### config.mk
export PLATFORM = sky130hd
export DESIGN_NAME = m3i_sat
export DESIGN_NICKNAME = d
export VERILOG_FILES = /design/src/rtl/matrix3x3_inverse_unit_macros.svh /design/src/rtl/m3i_pkg.sv /design/src/rtl/m3i_sat.sv
export SDC_FILE = /design/constraint.sdc
export NUM_CORES = 1
export LEC_CHECK = 0
export BUFFER_PORTS_ARGS = -buffer_cell sky130_fd_sc_hd__buf_2
export CELL_PAD_IN_SITES_DETAIL_PLACEMENT = 2
export CELL_PAD_IN_SITES_GLOBAL_PLACEMENT = 2
export CORE_MARGIN = 2
export CORE_UTILIZATION = 35
export DETAILED_ROUTE_END_ITERATION = 8
export PLACE_DENSITY_LB_ADDON = 0.1
export SETUP_SLACK_MARGIN = 0.2
export SYNTH_ARGS = -nofsm -noshare
export SYNTH_HDL_FRONTEND = slang
export SYNTH_SLANG_ARGS = --single-unit
### constraint.sdc
create_clock -name i_clk -period 11.35 [get_ports i_clk]
set_clock_uncertainty 0.2 [all_clocks]
set_input_delay 0.5675 -clock i_clk [delete_from_list [all_inputs] [get_ports i_clk]]
set_output_delay 0.5675 -clock i_clk [all_outputs]
set_load 0.1 [all_outputs]
### src/rtl/matrix3x3_inverse_unit_macros.svh
// Assertion helpers used by matrix3x3_inverse_unit. Clock i_clk and reset i_rst_n are
// taken from the module that uses them.
`ifndef MATRIX3X3_INVERSE_UNIT_MACROS_SVH
`define MATRIX3X3_INVERSE_UNIT_MACROS_SVH

// same-cycle implication
`define M3I_ASSERT_IMP(lbl, ante, cons, msg) \
    lbl: assert property (@(posedge i_clk) disable iff (!i_rst_n) \
        (ante) |-> (cons)) else $error(msg);

// next-cycle implication
`define M3I_ASSERT_NXT(lbl, ante, cons, msg) \
    lbl: assert property (@(posedge i_clk) disable iff (!i_rst_n) \
        (ante) |=> (cons)) else $error(msg);

`endif

### src/rtl/m3i_pkg.sv
package m3i_pkg;

    localparam int ELEM_WIDTH_DEF = 32;
    localparam int FRAC_BITS_DEF  = 16;
    localparam int NUM_ELEM       = 9;
    localparam int FRONT_STAGES   = 6;

    typedef logic [3:0] t_idx;

    // cofactor k = a[i0]*a[i1] - a[i2]*a[i3], row-major element indexes
    localparam t_idx COF_IDX [NUM_ELEM][4] = '{
        '{4'd4, 4'd8, 4'd7, 4'd5}, '{4'd2, 4'd7, 4'd1, 4'd8}, '{4'd1, 4'd5, 4'd2, 4'd4},
        '{4'd5, 4'd6, 4'd3, 4'd8}, '{4'd0, 4'd8, 4'd2, 4'd6}, '{4'd3, 4'd2, 4'd0, 4'd5},
        '{4'd3, 4'd7, 4'd6, 4'd4}, '{4'd6, 4'd1, 4'd0, 4'd7}, '{4'd0, 4'd4, 4'd3, 4'd1}
    };

    typedef struct packed {
        logic                singular;
        logic [NUM_ELEM-1:0] neg;
        logic [NUM_ELEM-1:0] big;
    } t_div_ctl;

endpackage

### src/rtl/m3i_sat.sv
module m3i_sat #(
    parameter int W = m3i_pkg::ELEM_WIDTH_DEF
) (
    input  logic                i_clk,
    input  logic                i_en,
    input  logic [W-1:0]        i_q   [m3i_pkg::NUM_ELEM],
    input  m3i_pkg::t_div_ctl   i_ctl,
    output logic signed [W-1:0] o_inv [m3i_pkg::NUM_ELEM],
    output logic                o_singular,
    output logic                o_overflow
);
    import m3i_pkg::*;

    logic [W-1:0]        w_lim [NUM_ELEM];
    logic [W-1:0]        w_mag [NUM_ELEM];
    logic [NUM_ELEM-1:0] w_sat;

    always_comb begin
        for (int k = 0; k < NUM_ELEM; k++) begin
            w_lim[k] = i_ctl.neg[k] ? {1'b1, {(W-1){1'b0}}} : {1'b0, {(W-1){1'b1}}};
            w_sat[k] = i_ctl.big[k] || (i_q[k] > w_lim[k]);
            w_mag[k] = w_sat[k] ? w_lim[k] : i_q[k];
        end
    end

    always_ff @(posedge i_clk) begin
        if (i_en) begin
            for (int k = 0; k < NUM_ELEM; k++) begin
                if (i_ctl.singular) begin
                    o_inv[k] <= '0;
                end else begin
                    o_inv[k] <= i_ctl.neg[k] ? $signed(-w_mag[k]) : $signed(w_mag[k]);
                end
            end
            o_singular <= i_ctl.singular;
            o_overflow <= !i_ctl.singular && (|w_sat);
        end
    end

endmodule

# Yosys cells after proc, flatten, opt, wreduce, memory -nomap -nowiden
# Index checks and enable logic that the tools add are counted.
[op_classes] n_addsub=9 n_mul=0 div=0 n_lt_le_gt_ge=9 n_eq_ne=0 shifts=0 n_mux=27 n_bitwise=0 reduce_logical=12
[op_table] cell="two-way mux 32 bit" n=27
[op_table] cell="> comparator 32 bit" n=9
[op_table] cell="negation 32 bit" n=9
[op_table] cell="logical OR 1 bit" n=9
[op_table] cell="OR reduction 9 bit" n=1
[op_table] cell="logical AND 1 bit" n=1
[op_table] cell="zero test 1 bit" n=1
[word_totals] register_bits=290 latch_bits=0 ram_bits=0 romBits=0 input_bits=309 output_inout_bits=290 elab_cells=68 memories=0

# Depth between registers and ports, before layout
# Gate-level depths: netlist of run 1.
[depth] word_depth=6 mapped_depth=23 ltp_nobuf=18

# Worst setup path before layout of run 1
# No wires, ideal clock.
[synth_path] kind="input to register" start="input i_ctl[14] (netlist name)" end="register o_inv[122] (netlist name) (data pin)" setup_ns=0.270 t_arrival_ns=5.740 t_required_ns=10.880 path_slack_ns=5.139 path_stages=23 n_path_buf=5 path_cell_list="clkbuf_1 inv_1 clkbuf_1 clkbuf_1 ha_1 nand4_1 or3_1 nor3_1 o41ai_1 a21oi_1 clkbuf_1 nand2_1 o21ai_0 ha_1 clkbuf_1 nor2b_1 nand4b_1 or3_1 or3b_1 or4_4 o41ai_1 xor2_1 a21oi_1"
[synth_between] elab_chain_cells=6
[synth_lines] item="start: declaration" line_no="m3i_sat.sv:7" rtl="input m3i_pkg::t_div_ctl i_ctl,"
[synth_lines] item="two-way mux 32 bit" line_no="m3i_sat.sv:20" rtl="w_lim[k] = i_ctl.neg[k] ? {1'b1, {(W-1){1'b0}}} : {1'b0, {(W-1){1'b1}}};"
[synth_lines] item="> comparator 32 bit" line_no="m3i_sat.sv:21" rtl="w_sat[k] = i_ctl.big[k] || (i_q[k] > w_lim[k]);"
[synth_lines] item="logical OR 1 bit" line_no="m3i_sat.sv:21"
[synth_lines] item="two-way mux 32 bit" line_no="m3i_sat.sv:22" rtl="w_mag[k] = w_sat[k] ? w_lim[k] : i_q[k];"
[synth_lines] item="negation 32 bit" line_no="m3i_sat.sv:32" rtl="o_inv[k] <= i_ctl.neg[k] ? $signed(-w_mag[k]) : $signed(w_mag[k]);"
[synth_lines] item="two-way mux 32 bit *" line_no="m3i_sat.sv:32"
[synth_lines] item="end signal: indexed assignment" line_no="m3i_sat.sv:32"
[synth_lines] item="end: declaration" line_no="m3i_sat.sv:8" rtl="output logic signed [W-1:0] o_inv [m3i_pkg::NUM_ELEM],"
# Every way passes the cells marked *; elsewhere a longest branch is shown, timed or not.
# A chain may end at the register's enable or synchronous reset.

# Final worst setup path of run 1
[layout_path] start="input i_ctl[14] (netlist name)" end="register o_inv[120] (netlist name) (data pin)"
# Same word-level chain as after synthesis.

==> results of run 1 <==
==> state kept, by name, indices dropped and copies added, names as in the netlist <==
name,count
o_overflow,1
o_inv,288
o_singular,1
==> metal layers <==
metal | wire length [um] | part of all wire (%)
met4 | 4516 | 3.8
met1 | 48430 | 41
met3 | 7247 | 6.2
met5 | 196 | 0.17
met2 | 57340 | 49
==> final cells by class <==
class	instances	area, um^2
antenna	21	52.55
clock buffer	45	1041
clock inverter	23	239.0
fill	8559	42960
inverter	50	187.7
multi-input combinational	2601	17040
sequential	290	8708
tap	969	1212
timing repair buffer	628	3251
==> cell usage after synthesis (all sizes together), types with 9 or more instances <==
master,count
xor2,9
o311ai,20
mux2,44
and4,9
or2,17
and3,17
nor2b,16
or3,40
ha,297
a311oi,11
and2,16
nand2,261
a211oi,52
a2111oi,13
nand3,97
buf,9
inv,45
o21ai,256
o22a,36
xnor2,15
a221oi,57
nand2b,30
a21o,18
o211ai,29
a21oi,299
nand3b,11
o311a,10
nor2,385
nor4,56
or4,28
mux2i,52
nand4,78
o21a,26
o31ai,23
nor3,139
clkbuf,164
edfxtp,290
o22ai,15
a31oi,15
==> power breakdown <==
part           leakage [uW]  internal [uW]  total [uW]  switching [uW]
logic               0.00887            355        1720            1360
clock network      0.000615            766        1290             522
registers           0.00280           1310        1340            38.1
total                0.0123           2430        4350            1920
==> metrics by stage <==
| step | utilization, % | cell area (um^2) | setup slack [ps] | total power [uW] |
|---|---|---|---|---|
| after detailed placement | 40.70 | 30400 | 4038 | 3076 |
| after global routing | 42.46 | 31710 | 3959 | 4528 |
| final | 42.48 | 31730 | 4492 | 4349 |
| after global placement | 40.70 | 30400 | 4346 | 3011 |
| after CTS | 42.41 | 31680 | 4591 | 4383 |
| after floorplan | - | 26540 | 5139 | 2576 |
==> worst max-delay path by stage <==
stage / cells after the start / slack (ps) / start / to
after detailed placement: 20 / 4040 / i_ctl[14] / o_inv[122]$_SDFFCE_PP0P_
after CTS: 20 / 4590 / i_ctl[14] / o_inv[126]$_SDFFCE_PP0P_
final: 19 / 4490 / i_ctl[14] / o_inv[120]$_SDFFCE_PP0P_
after global routing: 18 / 3960 / i_ctl[15] / o_inv[92]$_SDFFCE_PP0P_
after global placement: 20 / 4350 / i_ctl[14] / o_inv[122]$_SDFFCE_PP0P_
after floorplan: 23 / 5140 / i_ctl[14] / o_inv[122]$_SDFFCE_PP0P_
==> critical path: stages <==
cell      delay, ps
buf_2            80
buf_4           510
inv_1           670
ha_1            540
nand4_1         120
or3_1           420
nor3_1          260
and4_1          280
a21oi_4          40
buf_4           300
o21ai_0         290
ha_1            380
nor2b_1         210
nand4b_1        160
or3_1           400
or3b_1          460
or4_4           550
o41ai_1         450
a221oi_1        150
==> cells by family after synthesis <==
family | after synthesis | share of synthesized area [%]
xor+xnor | 24 | 0.7922
flops | 290 | 32.82
fa+ha+maj | 297 | 14.00
mux | 96 | 3.829
simple gates | 1226 | 22.44
compound gates | 958 | 22.95
buf+inv | 223 | 3.164
==> results.py, run 1 <==
metrics = {
    "routing": {
        "vias": 28330,
        "route.detailed.drc": 0,
        "totalWireLength_um": 117700,
        "ant_nets": 0,
        "wire_per_inst_um": 25.44,
        "viasPerCell": 6.123,
        "drt_iter0_markers": 1668,
        "firstDrtPassIters": 5,
    },
    "power_and_ir_drop": {
        "p_per_area_nw_per_um2": 137.0,
        "leakage_uw": 0.01229,
        "vdd_drop_max_mv": 0.1169,
    },
    "global_routing": {
        "grt-ovfl-total": 0,
        "grt_pass1_vias": 29930,
        "grt_first_pass_wirelength_um": 181000,
        "grt.met1_usage_pct": 36.03,
        "antenna_found_initial": 35,
        "grtUsageMet2_pct": 50.24,
        "groute.usage.overall_pct": 29.30,
        "gr-max-usage-layer": "met2",
        "grt_max_degree": 165,
        "grt_util_met3_pct": 5.655,
    },
    "yosys": {
        "ys_async_sr_fraction_pct": 0,
        "synth_seq_area_share_pct": 32.82,
        "syn_area_per_cell_um2": 8.521,
        "synth_top_area_share_pct": 32.82,
        "ys_warn_count": 0,
        "synthCells": 3114,
        "synth_edf_count": 290,
        "synth_fp_nets": 3720,
        "synthFlopType": "edfxtp_1",
        "synth_cell_types": 82,
        "synth.largest_area_cell": "edfxtp_1",
        "ys_ff_latch": 290,
        "synth_area_leaders": "edfxtp_1 33%, ha_1 14%, a21oi_1 5.6%",
        "netlist_area_um2": 26540,
    },
    "sta": {
        "max_slew_margin_pct": 20.79,
        "layout_worst_path_cycle_share_pct": 60.42,
        "finalHoldViolCount": 0,
        "tns_ps": 0,
        "hold_slack_ps": 194.5,
        "worst_slew_pin_slew_ps": 1184,
        "setup_viol": 0,
        "maxSlewViolCount": 0,
        "fmaxAchievable_ghz": 0.1458,
        "rsz0062_at_grt": "no",
        "period_needed_ps": 6858,
    },
    "worst_setup_path": {
        "worstSetupPathType": "in -> reg",
        "cp.required_ps": 11410,
        "crit_path_max_fanout": 64,
        "cp.arrival_ps": 6920,
        "end_kind": "flop",
        "critPathLaunchType": "input port",
    },
    "clock_tree": {
        "cts_tree": "done",
        "htreeDepth": 2,
        "numCtsBuffers": 40,
        "clk_pin_slew_worst_paths_ps": 60,
        "postCtsSetupBuffers": 0,
        "cts_hold_buf": 0,
        "cts_root_buffer": "clkbuf_16",
        "cts_resized": 0,
        "max-clock-path-buffers": 3,
        "cts.sinks": 290,
    },
    "finish": {
        "final_common_cell": "buf_2",
        "stdcell_count": 4627,
        "num-nets-final": 4217,
        "layout_common_cells": "596 x buf_2, 384 x nor2_1, 298 x a21oi_1, 297 x ha_1, 290 x edfxtp_1",
        "syn_to_final_growth_pct": 19.59,
        "layout-drive-gt1-share_pct": 21.31,
    },
    "min_path": {
        "whs_path_depth": 3,
        "min_to": "o_inv[32]$_SDFFCE_PP0P_",
        "min_path_type": "in -> reg",
        "worstHoldStart": "i_q[32]",
    },
    "floorplan": {
        "fp.dieW_um": 279.3,
        "die_h_um": 279.3,
        "start_util_pct": 35.52,
        "core_um2": 74700,
        "design.die.area_um2": 78030,
        "io_pins": 599,
        "rows": 100,
    },
    "placement": {
        "gp_congestion": 0.8810,
        "port_buffers": 598,
        "placedCellCount": 4538,
        "dp_hpwl_um": 88360,
    },
    "outcome": {
        "status": "finished clean",
    },
    "flow_run": {
        "cap_violations": 0,
    },
}
No activity file was read; power rests on OpenSTA's default activity.
==> run 2, diff against run 1 <==
--- a/config.mk
+++ b/config.mk
@@ -5,11 +5,12 @@
 export SDC_FILE = /design/constraint.sdc
 export NUM_CORES = 1
 export LEC_CHECK = 0
+export ABC_AREA = 1
 export BUFFER_PORTS_ARGS = -buffer_cell sky130_fd_sc_hd__buf_2
 export CELL_PAD_IN_SITES_DETAIL_PLACEMENT = 2
 export CELL_PAD_IN_SITES_GLOBAL_PLACEMENT = 2
 export CORE_MARGIN = 2
-export CORE_UTILIZATION = 35
+export CORE_UTILIZATION = 28
 export DETAILED_ROUTE_END_ITERATION = 8
 export PLACE_DENSITY_LB_ADDON = 0.1
 export SETUP_SLACK_MARGIN = 0.2
==> constraint.sdc (replaced) <==
create_clock -name i_clk -period 5.5 [get_ports i_clk]
set_clock_uncertainty 0.2 [all_clocks]
set_input_delay 0.275 -clock i_clk [delete_from_list [all_inputs] [get_ports i_clk]]
set_output_delay 0.275 -clock i_clk [all_outputs]
set_load 0.1 [all_outputs]
==> results.py, run 2 <==
metrics = {
    "outcome": {
        "status": "finished with violations",
        "violations": "hold timing",
    },
    "clock_tree": {
        "clk_pin_slew_worst_paths_ps": 60,
        "cts.sinks": 290,
        "cts_root_buffer": "clkbuf_16",
        "numCtsBuffers": 43,
        "cts_resized": 0,
        "cts_tree": "done",
        "htreeDepth": 2,
        "max-clock-path-buffers": 3,
    },
    "routing": {
        "route.detailed.drc": 0,
        "totalWireLength_um": 130800,
        "ant_nets": 0,
        "firstDrtPassIters": 5,
        "viasPerCell": 5.204,
        "vias": 31670,
        "wire_per_inst_um": 21.49,
        "drt_iter0_markers": 1545,
    },
    "yosys": {
        "synthCells": 4046,
        "synth_seq_area_share_pct": 30.59,
        "synthFlopType": "edfxtp_1",
        "synth_edf_count": 290,
        "synth.largest_area_cell": "edfxtp_1",
        "syn_area_per_cell_um2": 7.036,
        "synth_fp_nets": 4652,
        "ys_ff_latch": 290,
        "synth_area_leaders": "edfxtp_1 31%, nand2_1 14%, ha_1 13%",
        "ys_warn_count": 0,
        "ys_async_sr_fraction_pct": 0,
        "synth_cell_types": 49,
        "netlist_area_um2": 28470,
        "synth_common_cells": "1026 x nand2_1, 567 x nor2_1, 540 x nand3_1",
        "synthMostInstantiatedCell": "nand2_1",
        "synth_top_area_share_pct": 30.59,
    },
    "finish": {
        "final_common_cell": "nand2_1",
        "final_area_um2": 35300,
        "syn_to_final_growth_pct": 23.98,
        "layout_common_cells": "1026 x nand2_1, 596 x buf_2, 567 x nor2_1, 540 x nand3_1, 297 x ha_1",
        "num-nets-final": 5298,
        "top_regs": "o_inv: 288 flops, o_overflow: 1 flops, o_singular: 1 flops",
        "fillCellCount": 12130,
        "largest_register_ffs": 288,
        "largest-register": "o_inv",
        "layout-drive-gt1-share_pct": 17.72,
    },
    "power_and_ir_drop": {
        "clkPwrFrac_pct": 29.5,
        "vdd_drop_max_mv": 0.1702,
        "p_int_uw": 5460,
        "sw_frac_of_total_pct": 46.63,
        "seqPwrFrac_pct": 27.7,
        "leakage_uw": 0.01740,
        "share_comb_of_total_power_pct": 42.8,
        "p_sw_uw": 4772,
        "p_per_area_nw_per_um2": 289.9,
    },
    "sta": {
        "finalHoldViolCount": 3,
        "setup_viol": 0,
        "tns_ps": 0,
        "hold_slack_ps": -21.07,
        "period_needed_ps": 4241,
        "rsz0062_at_grt": "no",
        "worst_slew_pin_slew_ps": 1015,
        "fmaxAchievable_ghz": 0.2358,
        "maxSlewViolCount": 0,
        "max_slew_margin_pct": 32.34,
        "layout_worst_path_cycle_share_pct": 77.11,
    },
    "global_routing": {
        "grt-ovfl-total": 0,
        "antenna_found_initial": 25,
        "grt_first_pass_wirelength_um": 198500,
        "grt_pass1_vias": 33340,
        "groute.usage.overall_pct": 24.49,
        "grt_max_degree": 134,
    },
    "min_path": {
        "min_path_type": "in -> reg",
    },
    "placement": {
        "gp_congestion": 0.8389,
        "port_buffers": 598,
        "placed_cell_area_um2": 32730,
        "dp_hpwl_um": 103500,
    },
    "floorplan": {
        "io_pins": 599,
        "fp.dieW_um": 322.9,
        "rows": 116,
        "core_um2": 100400,
        "die_h_um": 322.9,
        "design.die.area_um2": 104200,
        "start_util_pct": 28.34,
    },
    "worst_setup_path": {
        "critPathLaunchType": "input port",
        "crit_path_max_fanout": 59,
        "cp.arrival_ps": 4400,
        "worstSetupPathType": "in -> reg",
        "cp.required_ps": 5660,
        "end_kind": "flop",
    },
    "flow_run": {
        "cap_violations": 0,
    },
}
-- run 2: area by class of cell --
| cell class | count | area (um^2) | area share [%] |
|---|---|---|---|
| Antenna cell | 5 | 12.51 | 0.03545 |
| Timing Repair Buffer | 752 | 4457 | 12.63 |
| Sequential cell | 290 | 8708 | 24.67 |
| Tap cell | 1357 | 1698 | 4.811 |
| Inverter | 308 | 1164 | 3.297 |
| Clock inverter | 27 | 329.1 | 0.9323 |
| Multi-Input combinational cell | 3297 | 17780 | 50.38 |
| Clock buffer | 50 | 1145 | 3.244 |
-- run 2: power groups by stage --
| stage | Sequential (uW) | Clock (uW) | Combinational (uW) |
|---|---|---|---|
| 2_1_floorplan | 4430 | 0 | 1610 |
| 3_3_place_gp | 2880 | 0 | 4250 |
| 3_5_place_dp | 2880 | 0 | 4330 |
| 4_1_cts | 2840 | 3110 | 4410 |
| 5_1_grt | 2850 | 3180 | 4750 |
| 6_report | 2830 | 3010 | 4380 |
-- run 2: path summary, 6_finish.rpt --
check	from	endpoint	slack (ps)	cells past startpoint
max	i_ctl[10]	o_inv[228]$_SDFFCE_PP0P_	1260	18
min	i_en	o_inv[257]$_SDFFCE_PP0P_	-20	1
-- run 2: cell families (layout without fill, tap and decap cells) --
logic type / count (synthesis) / count (layout) / share of synthesized area, %
and+or+nand+nor: 2370 / 2370 / 36.90
AOI/OAI and AO/OA: 630 / 630 / 12.51
buffers and inverters: 459 / 1137 / 6.944
adders and majority gates: 297 / 297 / 13.05
DFF: 290 / 290 / 30.59
other: 0 / 5 / 0
-- run 2: timing repair --
action	in CTS	in global routing
hold buffers	108	0
setup buffers	0	0
endpoints found under the hold margin	106	0
-- run 2: layer usage --
| metal | global-route usage [%] | routed length, um | vias to the layer above |
|---|---|---|---|
| li1 | - | - | 15280 |
| met1 | 30.79 | 57420 | 15600 |
| met2 | 43.30 | 64060 | 580 |
| met3 | 4.157 | 5796 | 177 |
| met4 | 6.016 | 3299 | 30 |
| met5 | 0 | 183 | - |
-- run 2: worst max-delay path, cell delays in order --
cell,delay (ps)
buf_2,90
buf_4,540
ha_1,380
a21oi_1,200
o21a_1,140
nand2_1,60
a21oi_1,130
nand2_1,120
nand2_4,280
nand2_4,130
o21ai_0,390
ha_1,270
nand2_1,80
nor2_1,320
nor2_1,110
o21ai_0,180
a31oi_1,60
dlygate4sd3_1,590
-- run 2: per-stage QoR --
step / setup slack, ps / total power, uW / std cells / util (%) / hold WS [ps]
floorplan: 1926 / 6039 / 4046 / - / 173.9
global placement: 853.2 / 7135 / 5896 / 32.59 / 443.8
detailed placement: 696.7 / 7214 / 5896 / 32.59 / 449.4
CTS: 1334 / 10370 / 6081 / 35.13 / 0.6670
global route: 895.6 / 10780 / 6082 / 35.13 / 16.40
finish: 1259 / 10230 / 6086 / 35.14 / -21.07
